**config.mk**
```make
export PLATFORM = sky130hd
export DESIGN_NAME = png_chunk_framer_crc32_unit
export DESIGN_NICKNAME = d
export VERILOG_FILES = /design/src/rtl/pcf_pkg.sv /design/src/rtl/png_chunk_framer_crc32_unit.sv /design/src/rtl/pcf_front.sv /design/src/rtl/pcf_queue.sv /design/src/rtl/pcf_back.sv
export VERILOG_INCLUDE_DIRS = /design/src /design/src/rtl
export SDC_FILE = /design/constraint.sdc
export NUM_CORES = 1
export LEC_CHECK = 0
export ABC_AREA = 1
export BUFFER_PORTS_ARGS = -buffer_cell sky130_fd_sc_hd__buf_4
export CAP_MARGIN = 20
export CORE_MARGIN = 3
export CORE_UTILIZATION = 54
export DETAILED_ROUTE_END_ITERATION = 12
export GPL_TIMING_DRIVEN = 0
export PLACE_DENSITY = 0.73
export SETUP_SLACK_MARGIN = 0.15
export SYNTH_ARGS = -nofsm -noshare
export SYNTH_HDL_FRONTEND = slang
export SYNTH_SLANG_ARGS = --single-unit
```
**constraint.sdc**
```tcl
create_clock -name clk -period 5 [get_ports clk]
set_input_delay 1 -clock clk [delete_from_list [all_inputs] [get_ports clk]]
set_output_delay 1 -clock clk [all_outputs]
set_load 0.02 [all_outputs]
```
**src/rtl/png_chunk_framer_crc32_unit_assert.svh**
```systemverilog
// Assertion macros for the PNG chunk framer, clocked on clk and held off while rst_n is low.
`ifndef PNG_CHUNK_FRAMER_CRC32_UNIT_ASSERT_SVH
`define PNG_CHUNK_FRAMER_CRC32_UNIT_ASSERT_SVH

`define PCF_ASSERT_NOW(label, ante, cons) \
  label: assert property (@(posedge clk) disable iff (!rst_n) (ante) |-> (cons)) \
    else $error("framer assertion failed");

`define PCF_ASSERT_NEXT(label, ante, cons) \
  label: assert property (@(posedge clk) disable iff (!rst_n) (ante) |=> (cons)) \
    else $error("framer assertion failed");

`endif

```
**src/rtl/pcf_pkg.sv**
```systemverilog
// Types, constants and CRC helpers shared by the PNG chunk framer modules.
package pcf_pkg;

  localparam logic        OP_START  = 1'b0;
  localparam logic        OP_DATA   = 1'b1;
  localparam logic [31:0] CRC_POLY  = 32'hEDB88320;
  localparam logic [31:0] CRC_INIT  = 32'hFFFFFFFF;
  localparam int          STEP_W    = 4;

  localparam logic [STEP_W-1:0] STEP_LEN_LAST  = 4'd3;
  localparam logic [STEP_W-1:0] STEP_TYPE_0    = 4'd4;
  localparam logic [STEP_W-1:0] STEP_TYPE_LAST = 4'd7;
  localparam logic [STEP_W-1:0] STEP_HDR_END   = 4'd11;
  localparam logic [STEP_W-1:0] STEP_DATA_END  = 4'd4;

  typedef enum logic [1:0] {
    CMD_START,
    CMD_DATA,
    CMD_STRAY
  } cmd_kind_t;

  typedef struct packed {
    logic        op;
    logic [30:0] chunk_length;
    logic [31:0] chunk_type;
    logic [7:0]  data_byte;
  } in_item_t;

  typedef struct packed {
    logic [7:0] out_byte;
    logic       end_of_chunk;
    logic       error_flag;
  } out_item_t;

  typedef struct packed {
    cmd_kind_t   kind;
    logic        err;
    logic        last;
    logic [30:0] length;
    logic [31:0] ctype;
    logic [7:0]  data;
  } cmd_t;

  typedef struct packed {
    logic chunk_open;
    logic bytes_zero;
  } fe_status_t;

  typedef struct packed {
    logic mid_cmd;
    logic head_valid;
  } be_status_t;

  function automatic logic [31:0] crc_byte(input logic [31:0] crc, input logic [7:0] b);
    logic [31:0] c;
    c = crc ^ {24'd0, b};
    for (int k = 0; k < 8; k++) begin
      c = c[0] ? (CRC_POLY ^ (c >> 1)) : (c >> 1);
    end
    return c;
  endfunction

  function automatic logic [7:0] be_byte(input logic [31:0] word, input logic [1:0] idx);
    logic [7:0] r;
    case (idx)
      2'd0:    r = word[31:24];
      2'd1:    r = word[23:16];
      2'd2:    r = word[15:8];
      default: r = word[7:0];
    endcase
    return r;
  endfunction

endpackage

```
**src/rtl/png_chunk_framer_crc32_unit.sv**
```systemverilog
// PNG chunk framer top level: one byte of the framed stream per result transaction.
//
// The input channel takes start items (length and type) and data items (one payload byte).
// The output channel delivers the framed byte stream: four big-endian length bytes, four
// type bytes, the payload bytes and four big-endian CRC-32 bytes, the last one flagged
// as the end of the chunk. A stray data byte yields one zero byte with the error flag set;
// a start while a chunk is open abandons that chunk and flags all its own results.
// An accepted item passes the command queue and then the output register, which raises
// out_valid. The byte sequencer emits one result per cycle while a command waits and
// out_stall is low: a start item its length and type bytes, a data item its payload byte,
// and the item closing a chunk also the four CRC bytes, so payload bytes flow at
// one per clock. A command queue of QUEUE_DEPTH entries sits between the front end and
// the sequencer; in_stall is high exactly while it is full. The output register holds its
// transaction while out_stall is high, and the sequencer waits behind it.
// Reset clears the queue, closes any chunk and returns the CRC to all ones.
`include "png_chunk_framer_crc32_unit_assert.svh"

module png_chunk_framer_crc32_unit #(
  parameter int QUEUE_DEPTH = 2
) (
  input  logic               clk,
  input  logic               rst_n,
  input  logic               in_valid,
  output logic               in_stall,
  input  pcf_pkg::in_item_t  in_data,
  output logic               out_valid,
  input  logic               out_stall,
  output pcf_pkg::out_item_t out_data
);

  logic                 accept, full, pop, head_valid;
  pcf_pkg::cmd_t        cmd, head;
  pcf_pkg::fe_status_t  fe_status;
  pcf_pkg::be_status_t  be_status;

  assign in_stall = full;
  assign accept   = in_valid && !full;

  pcf_front u_front (
    .clk     (clk),
    .rst_n   (rst_n),
    .accept  (accept),
    .in_data (in_data),
    .cmd     (cmd),
    .status  (fe_status)
  );

  pcf_queue #(
    .DEPTH (QUEUE_DEPTH)
  ) u_queue (
    .clk        (clk),
    .rst_n      (rst_n),
    .push       (accept),
    .push_data  (cmd),
    .full       (full),
    .pop        (pop),
    .head_valid (head_valid),
    .head       (head)
  );

  pcf_back u_back (
    .clk        (clk),
    .rst_n      (rst_n),
    .head_valid (head_valid),
    .head       (head),
    .pop        (pop),
    .out_valid  (out_valid),
    .out_stall  (out_stall),
    .out_data   (out_data),
    .status     (be_status)
  );

  `PCF_ASSERT_NOW(a_closed_has_no_bytes, !fe_status.chunk_open, fe_status.bytes_zero)
  `PCF_ASSERT_NOW(a_mid_cmd_has_head, be_status.mid_cmd, be_status.head_valid)
  `PCF_ASSERT_NEXT(a_no_result_from_empty_queue, !be_status.head_valid,
                   !out_valid || $past(out_valid && out_stall))

endmodule

```
**src/rtl/pcf_front.sv**
```systemverilog
// Front end: accepts items, tracks the open chunk and turns each item into a command.
module pcf_front (
  input  logic             clk,
  input  logic             rst_n,
  input  logic             accept,
  input  pcf_pkg::in_item_t in_data,
  output pcf_pkg::cmd_t    cmd,
  output pcf_pkg::fe_status_t status
);

  logic        chunk_open_r, chunk_open_nxt;
  logic [30:0] bytes_left_r, bytes_left_nxt;

  always_comb begin
    cmd.length     = in_data.chunk_length;
    cmd.ctype      = in_data.chunk_type;
    cmd.data       = in_data.data_byte;
    cmd.kind       = pcf_pkg::CMD_STRAY;
    cmd.err        = 1'b1;
    cmd.last       = 1'b1;
    chunk_open_nxt = chunk_open_r;
    bytes_left_nxt = bytes_left_r;
    if (in_data.op == pcf_pkg::OP_START) begin
      cmd.kind       = pcf_pkg::CMD_START;
      cmd.err        = chunk_open_r;
      cmd.last       = (in_data.chunk_length == 31'd0);
      chunk_open_nxt = (in_data.chunk_length != 31'd0);
      bytes_left_nxt = in_data.chunk_length;
    end else if (chunk_open_r) begin
      cmd.kind       = pcf_pkg::CMD_DATA;
      cmd.err        = 1'b0;
      cmd.last       = (bytes_left_r == 31'd1);
      chunk_open_nxt = (bytes_left_r != 31'd1);
      bytes_left_nxt = bytes_left_r - 31'd1;
    end
  end

  always_ff @(posedge clk) begin
    if (!rst_n) begin
      chunk_open_r <= 1'b0;
      bytes_left_r <= 31'd0;
    end else if (accept) begin
      chunk_open_r <= chunk_open_nxt;
      bytes_left_r <= bytes_left_nxt;
    end
  end

  assign status.chunk_open = chunk_open_r;
  assign status.bytes_zero = (bytes_left_r == 31'd0);

endmodule

```
**src/rtl/pcf_queue.sv**
```systemverilog
// Short command queue between the front end and the byte sequencer.
module pcf_queue #(
  parameter int DEPTH = 2
) (
  input  logic          clk,
  input  logic          rst_n,
  input  logic          push,
  input  pcf_pkg::cmd_t push_data,
  output logic          full,
  input  logic          pop,
  output logic          head_valid,
  output pcf_pkg::cmd_t head
);

  localparam int PTR_W = $clog2(DEPTH);
  localparam int CNT_W = $clog2(DEPTH + 1);

  pcf_pkg::cmd_t    mem_r [DEPTH];
  logic [PTR_W-1:0] wr_ptr_r, wr_ptr_nxt;
  logic [PTR_W-1:0] rd_ptr_r, rd_ptr_nxt;
  logic [CNT_W-1:0] count_r, count_nxt;

  assign full       = (count_r == CNT_W'(DEPTH));
  assign head_valid = (count_r != '0);
  assign head       = mem_r[rd_ptr_r];

  always_comb begin
    wr_ptr_nxt = wr_ptr_r;
    rd_ptr_nxt = rd_ptr_r;
    count_nxt  = count_r;
    if (push) begin
      wr_ptr_nxt = (wr_ptr_r == PTR_W'(DEPTH - 1)) ? '0 : wr_ptr_r + PTR_W'(1);
    end
    if (pop) begin
      rd_ptr_nxt = (rd_ptr_r == PTR_W'(DEPTH - 1)) ? '0 : rd_ptr_r + PTR_W'(1);
    end
    if (push && !pop) begin
      count_nxt = count_r + CNT_W'(1);
    end else if (pop && !push) begin
      count_nxt = count_r - CNT_W'(1);
    end
  end

  always_ff @(posedge clk) begin
    if (!rst_n) begin
      wr_ptr_r <= '0;
      rd_ptr_r <= '0;
      count_r  <= '0;
    end else begin
      wr_ptr_r <= wr_ptr_nxt;
      rd_ptr_r <= rd_ptr_nxt;
      count_r  <= count_nxt;
    end
  end

  always_ff @(posedge clk) begin
    if (push) begin
      mem_r[wr_ptr_r] <= push_data;
    end
  end

endmodule

```
**src/rtl/pcf_back.sv**
```systemverilog
// Back end: steps through each command, emits framed bytes and keeps the running CRC.
module pcf_back (
  input  logic                 clk,
  input  logic                 rst_n,
  input  logic                 head_valid,
  input  pcf_pkg::cmd_t        head,
  output logic                 pop,
  output logic                 out_valid,
  input  logic                 out_stall,
  output pcf_pkg::out_item_t   out_data,
  output pcf_pkg::be_status_t  status
);

  logic [pcf_pkg::STEP_W-1:0] step_r, step_nxt;
  logic [31:0]                crc_r, crc_nxt;
  logic                       out_valid_r;
  pcf_pkg::out_item_t         out_data_r, item;
  logic                       advance, emit, last_step;
  logic [31:0]                crc_out;

  assign advance = !out_valid_r || !out_stall;
  assign emit    = head_valid && advance;
  assign pop     = emit && last_step;
  assign crc_out = ~crc_r;

  always_comb begin
    item      = '0;
    last_step = 1'b1;
    crc_nxt   = crc_r;
    case (head.kind)
      pcf_pkg::CMD_START: begin
        item.error_flag = head.err;
        last_step       = head.last ? (step_r == pcf_pkg::STEP_HDR_END)
                                    : (step_r == pcf_pkg::STEP_TYPE_LAST);
        if (step_r <= pcf_pkg::STEP_LEN_LAST) begin
          item.out_byte = pcf_pkg::be_byte({1'b0, head.length}, step_r[1:0]);
        end else if (step_r <= pcf_pkg::STEP_TYPE_LAST) begin
          item.out_byte = pcf_pkg::be_byte(head.ctype, step_r[1:0]);
          crc_nxt = pcf_pkg::crc_byte((step_r == pcf_pkg::STEP_TYPE_0) ? pcf_pkg::CRC_INIT
                                                                      : crc_r,
                                      item.out_byte);
        end else begin
          item.out_byte     = pcf_pkg::be_byte(crc_out, step_r[1:0]);
          item.end_of_chunk = (step_r == pcf_pkg::STEP_HDR_END);
          if (item.end_of_chunk) begin
            crc_nxt = pcf_pkg::CRC_INIT;
          end
        end
      end
      pcf_pkg::CMD_DATA: begin
        last_step = head.last ? (step_r == pcf_pkg::STEP_DATA_END) : (step_r == '0);
        if (step_r == '0) begin
          item.out_byte = head.data;
          crc_nxt       = pcf_pkg::crc_byte(crc_r, head.data);
        end else begin
          item.out_byte     = pcf_pkg::be_byte(crc_out, step_r[1:0] - 2'd1);
          item.end_of_chunk = (step_r == pcf_pkg::STEP_DATA_END);
          if (item.end_of_chunk) begin
            crc_nxt = pcf_pkg::CRC_INIT;
          end
        end
      end
      default: begin
        item.error_flag = 1'b1;
      end
    endcase
    step_nxt = last_step ? '0 : step_r + pcf_pkg::STEP_W'(1);
  end

  always_ff @(posedge clk) begin
    if (!rst_n) begin
      step_r      <= '0;
      crc_r       <= pcf_pkg::CRC_INIT;
      out_valid_r <= 1'b0;
    end else begin
      if (emit) begin
        step_r <= step_nxt;
        crc_r  <= crc_nxt;
      end
      if (advance) begin
        out_valid_r <= emit;
      end
    end
  end

  always_ff @(posedge clk) begin
    if (emit) begin
      out_data_r <= item;
    end
  end

  assign out_valid         = out_valid_r;
  assign out_data          = out_data_r;
  assign status.mid_cmd    = (step_r != '0);
  assign status.head_valid = head_valid;

endmodule

```
# Word-level counts from Yosys, hierarchy flattened
# Memories as Yosys holds them, arrays and structs flattened. A register that Yosys moved wholly into a read port is not among the register bits.
# Index checks and enable logic that the tools add are counted.
dict set report totals {
  ram_bits 150
  word_cells 131
  regBits 83
  output_inout_bits 12
  in_bits 76
  mem_count 1
}
dict set report op_classes {
  eq_ne 14
  reduce_logical 22
  order_cmp 2
  bitwise 19
  n_addsub 7
  muxes 55
}
# memory words word_bits read_ports rd_clocked_by_memory_dff wr line_no
set memory_table {}
lappend memory_table {u_queue.mem_r 2 75 1 1 1 pcf_queue.sv:18} ;# pcf_pkg::cmd_t mem_r [DEPTH];
# op count
set op_table {}
lappend op_table {{two-way mux 32 bit} 21}
lappend op_table {{inverter 13 -> 14 bit} 16}
lappend op_table {{one-hot mux 8 bit (3 select lines)} 4}
lappend op_table {{one-hot mux 32 bit (2 select lines)} 1}
lappend op_table {{bitwise XOR 32 x 8 -> 32 bit} 2}
lappend op_table {{two-way mux 31 bit} 2}
lappend op_table {{two-way mux 8 bit} 6}
lappend op_table {{inverter 32 bit} 1}
lappend op_table {{equality test 31 x 1 -> 1 bit, second input constant} 1}
lappend op_table {{zero test 31 bit} 1}
lappend op_table {{inequality test 31 x 1 -> 1 bit, second input constant} 1}
lappend op_table {{nonzero test 31 bit} 1}
lappend op_table {{subtractor 31 x 1 -> 31 bit, second input constant} 1}
lappend op_table {{one-hot mux 9 bit (2 select lines)} 1}
lappend op_table {{two-way mux 1 bit} 13}
lappend op_table {{two-way mux 4 bit} 3}
lappend op_table {{equality test 4 x 3 -> 1 bit, second input constant} 2}
lappend op_table {{equality test 2 x 1 -> 1 bit, second input constant} 3}
lappend op_table {{equality test 2 bit, second input constant} 3}
lappend op_table {{zero test 2 bit} 3}
lappend op_table {{nonzero test 2 bit} 3}
lappend op_table {{logical AND 1 bit} 5}
lappend op_table {{zero test 1 bit} 5}
lappend op_table {{adder 4 x 1 -> 4 bit, second input constant} 1}
lappend op_table {{15 further kinds} 19}

# Logic depth before layout (Yosys ltp)
dict set report depth {
  ltp_word 25
  mapped_depth 24
}

# Modules after synthesis
# From an unflattened synthesis, not the netlist that was laid out.
dict set report hier_totals {
  hier_cells 1794
  hier_area_um2 14916.8
}
# mod area_per_inst_um2 cells_each n_inst
set modules_own_cells {}
lappend modules_own_cells {pcf_back 5921.9 994 1}
lappend modules_own_cells {pcf_queue 5841.9 268 1}
lappend modules_own_cells {pcf_front 3143.0 530 1}
lappend modules_own_cells {png_chunk_framer_crc32_unit 10.0 2 1}

# Least setup slack after synthesis
# Ideal clock, no wire load.
dict set report synth_path {
  path_kind {input -> register}
  startpoint {input in_valid}
  endpoint {memory u_queue.mem_r[1][0] in the netlist's numbering (enable)}
  n_path_buf 0
  arrival_time_ns 4.325
  cell_stages 2
  path_slack_ns 0.165
  required_ns 4.489
  setup_ns 0.511
  path_cell_list {o21ai_0 nor2_1}
}
dict set report synth_via {
  elab_chain_len 3
}
# item line_no
set synth_rtl {}
lappend synth_rtl {{start: declaration} png_chunk_framer_crc32_unit.sv:23} ;# input logic in_valid,
lappend synth_rtl {{logical AND 1 bit} png_chunk_framer_crc32_unit.sv:37} ;# assign accept = in_valid && !full;
lappend synth_rtl {{two-way mux 1 bit} pcf_queue.sv:57} ;# if (push) begin
lappend synth_rtl {{two-way mux 1 bit (not written as such)} pcf_queue.sv:58} ;# mem_r[wr_ptr_r] <= push_data;
lappend synth_rtl {{end: declaration} pcf_queue.sv:18}
# No other way between the ends.

# Worst setup path in the final report
dict set report layout_path {
  startpoint {register u_back.step_r[0] in the netlist's numbering}
  endpoint {register u_queue.count_r[1]}
}
dict set report layout_via {
  elab_chain_len 7
}
# item line_no
set layout_rtl {}
lappend layout_rtl {{start: declaration} pcf_back.sv:14} ;# logic [pcf_pkg::STEP_W-1:0] step_r, step_nxt;
lappend layout_rtl {{start signal: assignment} pcf_back.sv:77} ;# step_r <= step_nxt;
lappend layout_rtl {{equality test 4 x 3 -> 1 bit, or another cell as far along} pcf_back.sv:51} ;# last_step = head.last ? (step_r == pcf_pkg::STEP_DATA_END) : (step_r == '0);
lappend layout_rtl {{two-way mux 1 bit, on equally long branches} {pcf_back.sv:51, pcf_back.sv:33}}
lappend layout_rtl {{one-hot mux 1 bit (2 select lines) (*)} pcf_back.sv:30} ;# case (head.kind)
lappend layout_rtl {{logical AND 1 bit (*)} pcf_back.sv:23} ;# assign pop = emit && last_step;
lappend layout_rtl {{zero test 1 bit} pcf_queue.sv:37} ;# if (push && !pop) begin
lappend layout_rtl {{logical AND 1 bit} pcf_queue.sv:37}
lappend layout_rtl {{two-way mux 2 bit / nonzero test 2 bit (equally long branches)} n/a}
lappend layout_rtl {{end signal: assignment} pcf_queue.sv:52} ;# count_r <= count_nxt;
lappend layout_rtl {{end: declaration} pcf_queue.sv:21} ;# logic [CNT_W-1:0] count_r, count_nxt;
# Every way passes the cells marked *; elsewhere a longest branch is shown, timed or not.
# A chain may end at the register's enable or synchronous reset.

==> impl_metrics.toml <==
[critical_path]
critPathKind = "reg -> reg"
cp_slowest_stage_delay_ns = 0.60
start_kind = "register"
path_cells = "inv_1 -> ha_1 -> buf_2 -> nand2_2 -> buf_4 -> clkbuf_1 -> nand2_1 -> o211ai_1 -> nand3_1 -> nand2_1 -> ha_1 -> a21oi_1 -> o21ai_0 -> o21ai_0 -> a21oi_1"
path_delay_family = "buffers and inverters"
rr_worst_depth = 15
crit_path_end_kind = "register"
critical_path_required_ns = 5.43
cp_max_fo = 10
arrival_ns = 4.06
path_depth = 15
critPathBufInv = 4
crit_slowest_cell = "clkbuf_1"

[global_route]
antenna_found_initial = 0
grt_usage_pct = 35.39
grt_overflow = 0
grt_max_degree = 33
grt_pass1_wl_um = 71750
grt_pass1_vias = 12020

[timing]
finalMaxSlewViolations = 0
worst_pin_slew_ns = 1.049
setup_viol = 0
fin_skew_ns = 0.01340
fin_crit_ns = 3.635
fin_ws_ns = 1.365
relSlewSlack_pct = 29.18
hold_viol = 0
totalNegativeSetupSlack_ns = 0
rsz0062_at_grt = "false"
finalCritPeriodShare_pct = 72.70
fmax_mhz = 275.1

[cts]
path_clk_slew_ns = 0.07
cts_buffers = 25
clock_latency_ns = 0.56
cts_tree = "yes"
cts.sinks = 234
postCtsSetupRepairBufs = 0
cts_hold_buf = 0
cts_root_buf = "clkbuf_16"
htreeDepth = 1
cts_max_path_buffers = 3
ctsResizeCount = 0

[final_layout]
layout_commonest_cell = "nand2_1"
syn_to_final_growth_pct = 14.52
diodes = 0
finalNetCount = 1894
fill_cells = 2157
layout-drive-gt1-share_pct = 12.05
final_util_pct = 63.30
final_cell_mix = "nand2_1 (470), edfxtp_1 (160), nor2_1 (145)"

[synthesis]
ys_ff_latch = 234
async_reset_ff_share_pct = 0
yosys_warnings = 0
ys_types = 51
avgSynthCellArea_um2 = 8.033
netlist_area_um2 = 13560
ys_dominant_reg_cell = "edfxtp_1"
postSynthCellCount = 1688
ys_seq_area_share_pct = 46.36
synth_nets = 1776
synth_enable_flop_cells = 160

[job]
cap_violations = 0

[floorplan]
rows = 57
fp.dieW_um = 164.5
core_um2 = 24530
die-area_um2 = 27050
ioPinCount = 88
die_h_um = 164.5
start_util_pct = 55.27

[detailed_routing]
wl_per_cell_um = 22.38
ant_nets = 0
drt-initial-drc-count = 1695
postRouteWirelength_um = 48090
via_count = 12890
route.detailed.drc = 0
viasPerCell = 5.999
first_pass_iters = 7

[run_status]
status = "finished, final reports clean"

[placement]
place_congestion = 0.9898
pre_cts_ws_ns = 1.456
portBuffers = 87
place_hpwl_um = 35560

[power]
power.switching_uw = 5374
p_leak_uw = 0.006750
internal-power_uw = 5426
power.density_nw_per_um2 = 695.4
p_clk_share_pct = 17.1
pwr-share-comb_pct = 57.9
swShare_pct = 49.76
pwr-share-seq_pct = 24.9
vdd_drop_max_mv = 0.4411

[min_path]
hold_path.class = "reg -> reg"
hold_path_depth = 2
[path summary, 6_finish.rpt]
check / startpoint / endpoint / slack, ns
worst max register to register: u_back.step_r[0] / u_queue.count_r[1] / 1.37
worst min register to register: u_back.out_valid / u_back.out_valid / 0.48
worst max-delay path: u_back.step_r[0] / u_queue.count_r[1] / 1.37
worst min-delay path: u_back.out_valid / u_back.out_valid / 0.48
[state kept, by name, summed over array words and instances (netlist names), named ones only]
| register | cells |
|---|---|
| u_queue.rd_ptr_r | 1 |
| u_queue.count_r | 2 |
| u_back.out_data | 10 |
| u_front.bytes_left_r | 31 |
| u_back.step_r | 4 |
| u_queue.wr_ptr_r | 1 |
| u_front.chunk_open_r | 1 |
| u_back.crc_r | 32 |
| u_back.out_valid | 1 |
| u_queue.mem_r | 150 |
[power groups by stage]
stage | Sequential, uW | Combinational, uW | Clock [uW]
floorplan | 2730 | 4190 | 0
global placement | 2750 | 5950 | 0
detailed placement | 2720 | 6040 | 0
CTS | 2690 | 6070 | 1850
global route | 2720 | 6790 | 1940
finish | 2690 | 6260 | 1850
[cell type report]
cell class	instances	area [um^2]	area share (%)
multi-input combinational	1237	6389	41.14
timing repair buffer	91	740.7	4.770
clock inverter	18	171.4	1.104
sequential	234	6286	40.48
clock buffer	28	636.9	4.101
inverter	142	533.0	3.432
tap	324	405.4	2.610
buffer	75	367.9	2.369
[Yosys cell counts, types with 6 or more instances]
| master | n | area share, % |
|---|---|---|
| nand2_1 | 470 | 13 |
| edfxtp_1 | 160 | 35 |
| nor2_1 | 147 | 4.1 |
| a21oi_1 | 141 | 5.2 |
| inv_1 | 128 | 3.5 |
| o21ai_0 | 114 | 4.2 |
| nand3_1 | 95 | 3.5 |
| dfxtp_1 | 74 | 11 |
| xor2_1 | 64 | 4.1 |
| clkbuf_1 | 42 | 1.2 |
| nand2_2 | 20 | 0.92 |
| xnor2_1 | 20 | 1.3 |
| o211ai_1 | 19 | 1.1 |
| o221ai_1 | 18 | 1.2 |
| buf_2 | 17 | 0.63 |
| nand4_1 | 15 | 0.69 |
| nor4_1 | 13 | 0.60 |
| ha_1 | 12 | 1.1 |
| o22ai_1 | 10 | 0.46 |
| inv_2 | 9 | 0.25 |
| nor3_1 | 9 | 0.33 |
| a32oi_1 | 8 | 0.52 |
| nand2_4 | 7 | 0.58 |
| buf_1 | 6 | 0.17 |
[stage by stage]
step / cells / hold WS [ns] / power (uW) / instance area (um^2)
after detailed placement: 2103 / 0.4773 / 8763 / 14720
after global placement: 2099 / 0.4750 / 8698 / 14620
final: 2149 / 0.4776 / 10800 / 15530
after CTS: 2149 / 0.4848 / 10610 / 15530
after floorplan: 1688 / 0.4618 / 6912 / 13560
after global routing: 2149 / 0.5116 / 11440 / 15530
[logic make-up after synthesis]
kind of cell,share of synthesized area [%]
buf+inv,6.643
simple gates,24.53
flops,46.36
compound gates,14.04
xor+xnor,7.317
fa+ha+maj,1.107
[per-layer routing]
| layer | GRT usage (%) | routed length (um) |
|---|---|---|
| met4 | 14.91 | 2613 |
| met5 | 0 | 0 |
| met1 | 46.67 | 18520 |
| met3 | 4.866 | 4685 |
| met2 | 58.87 | 22270 |
[worst min-delay path: stages (launching register included)]
cell and delay [ns]:
dfxtp_1 0.31, nand2_1 0.06, a21oi_1 0.06
Note: power is estimated with default switching activity, not from simulation.
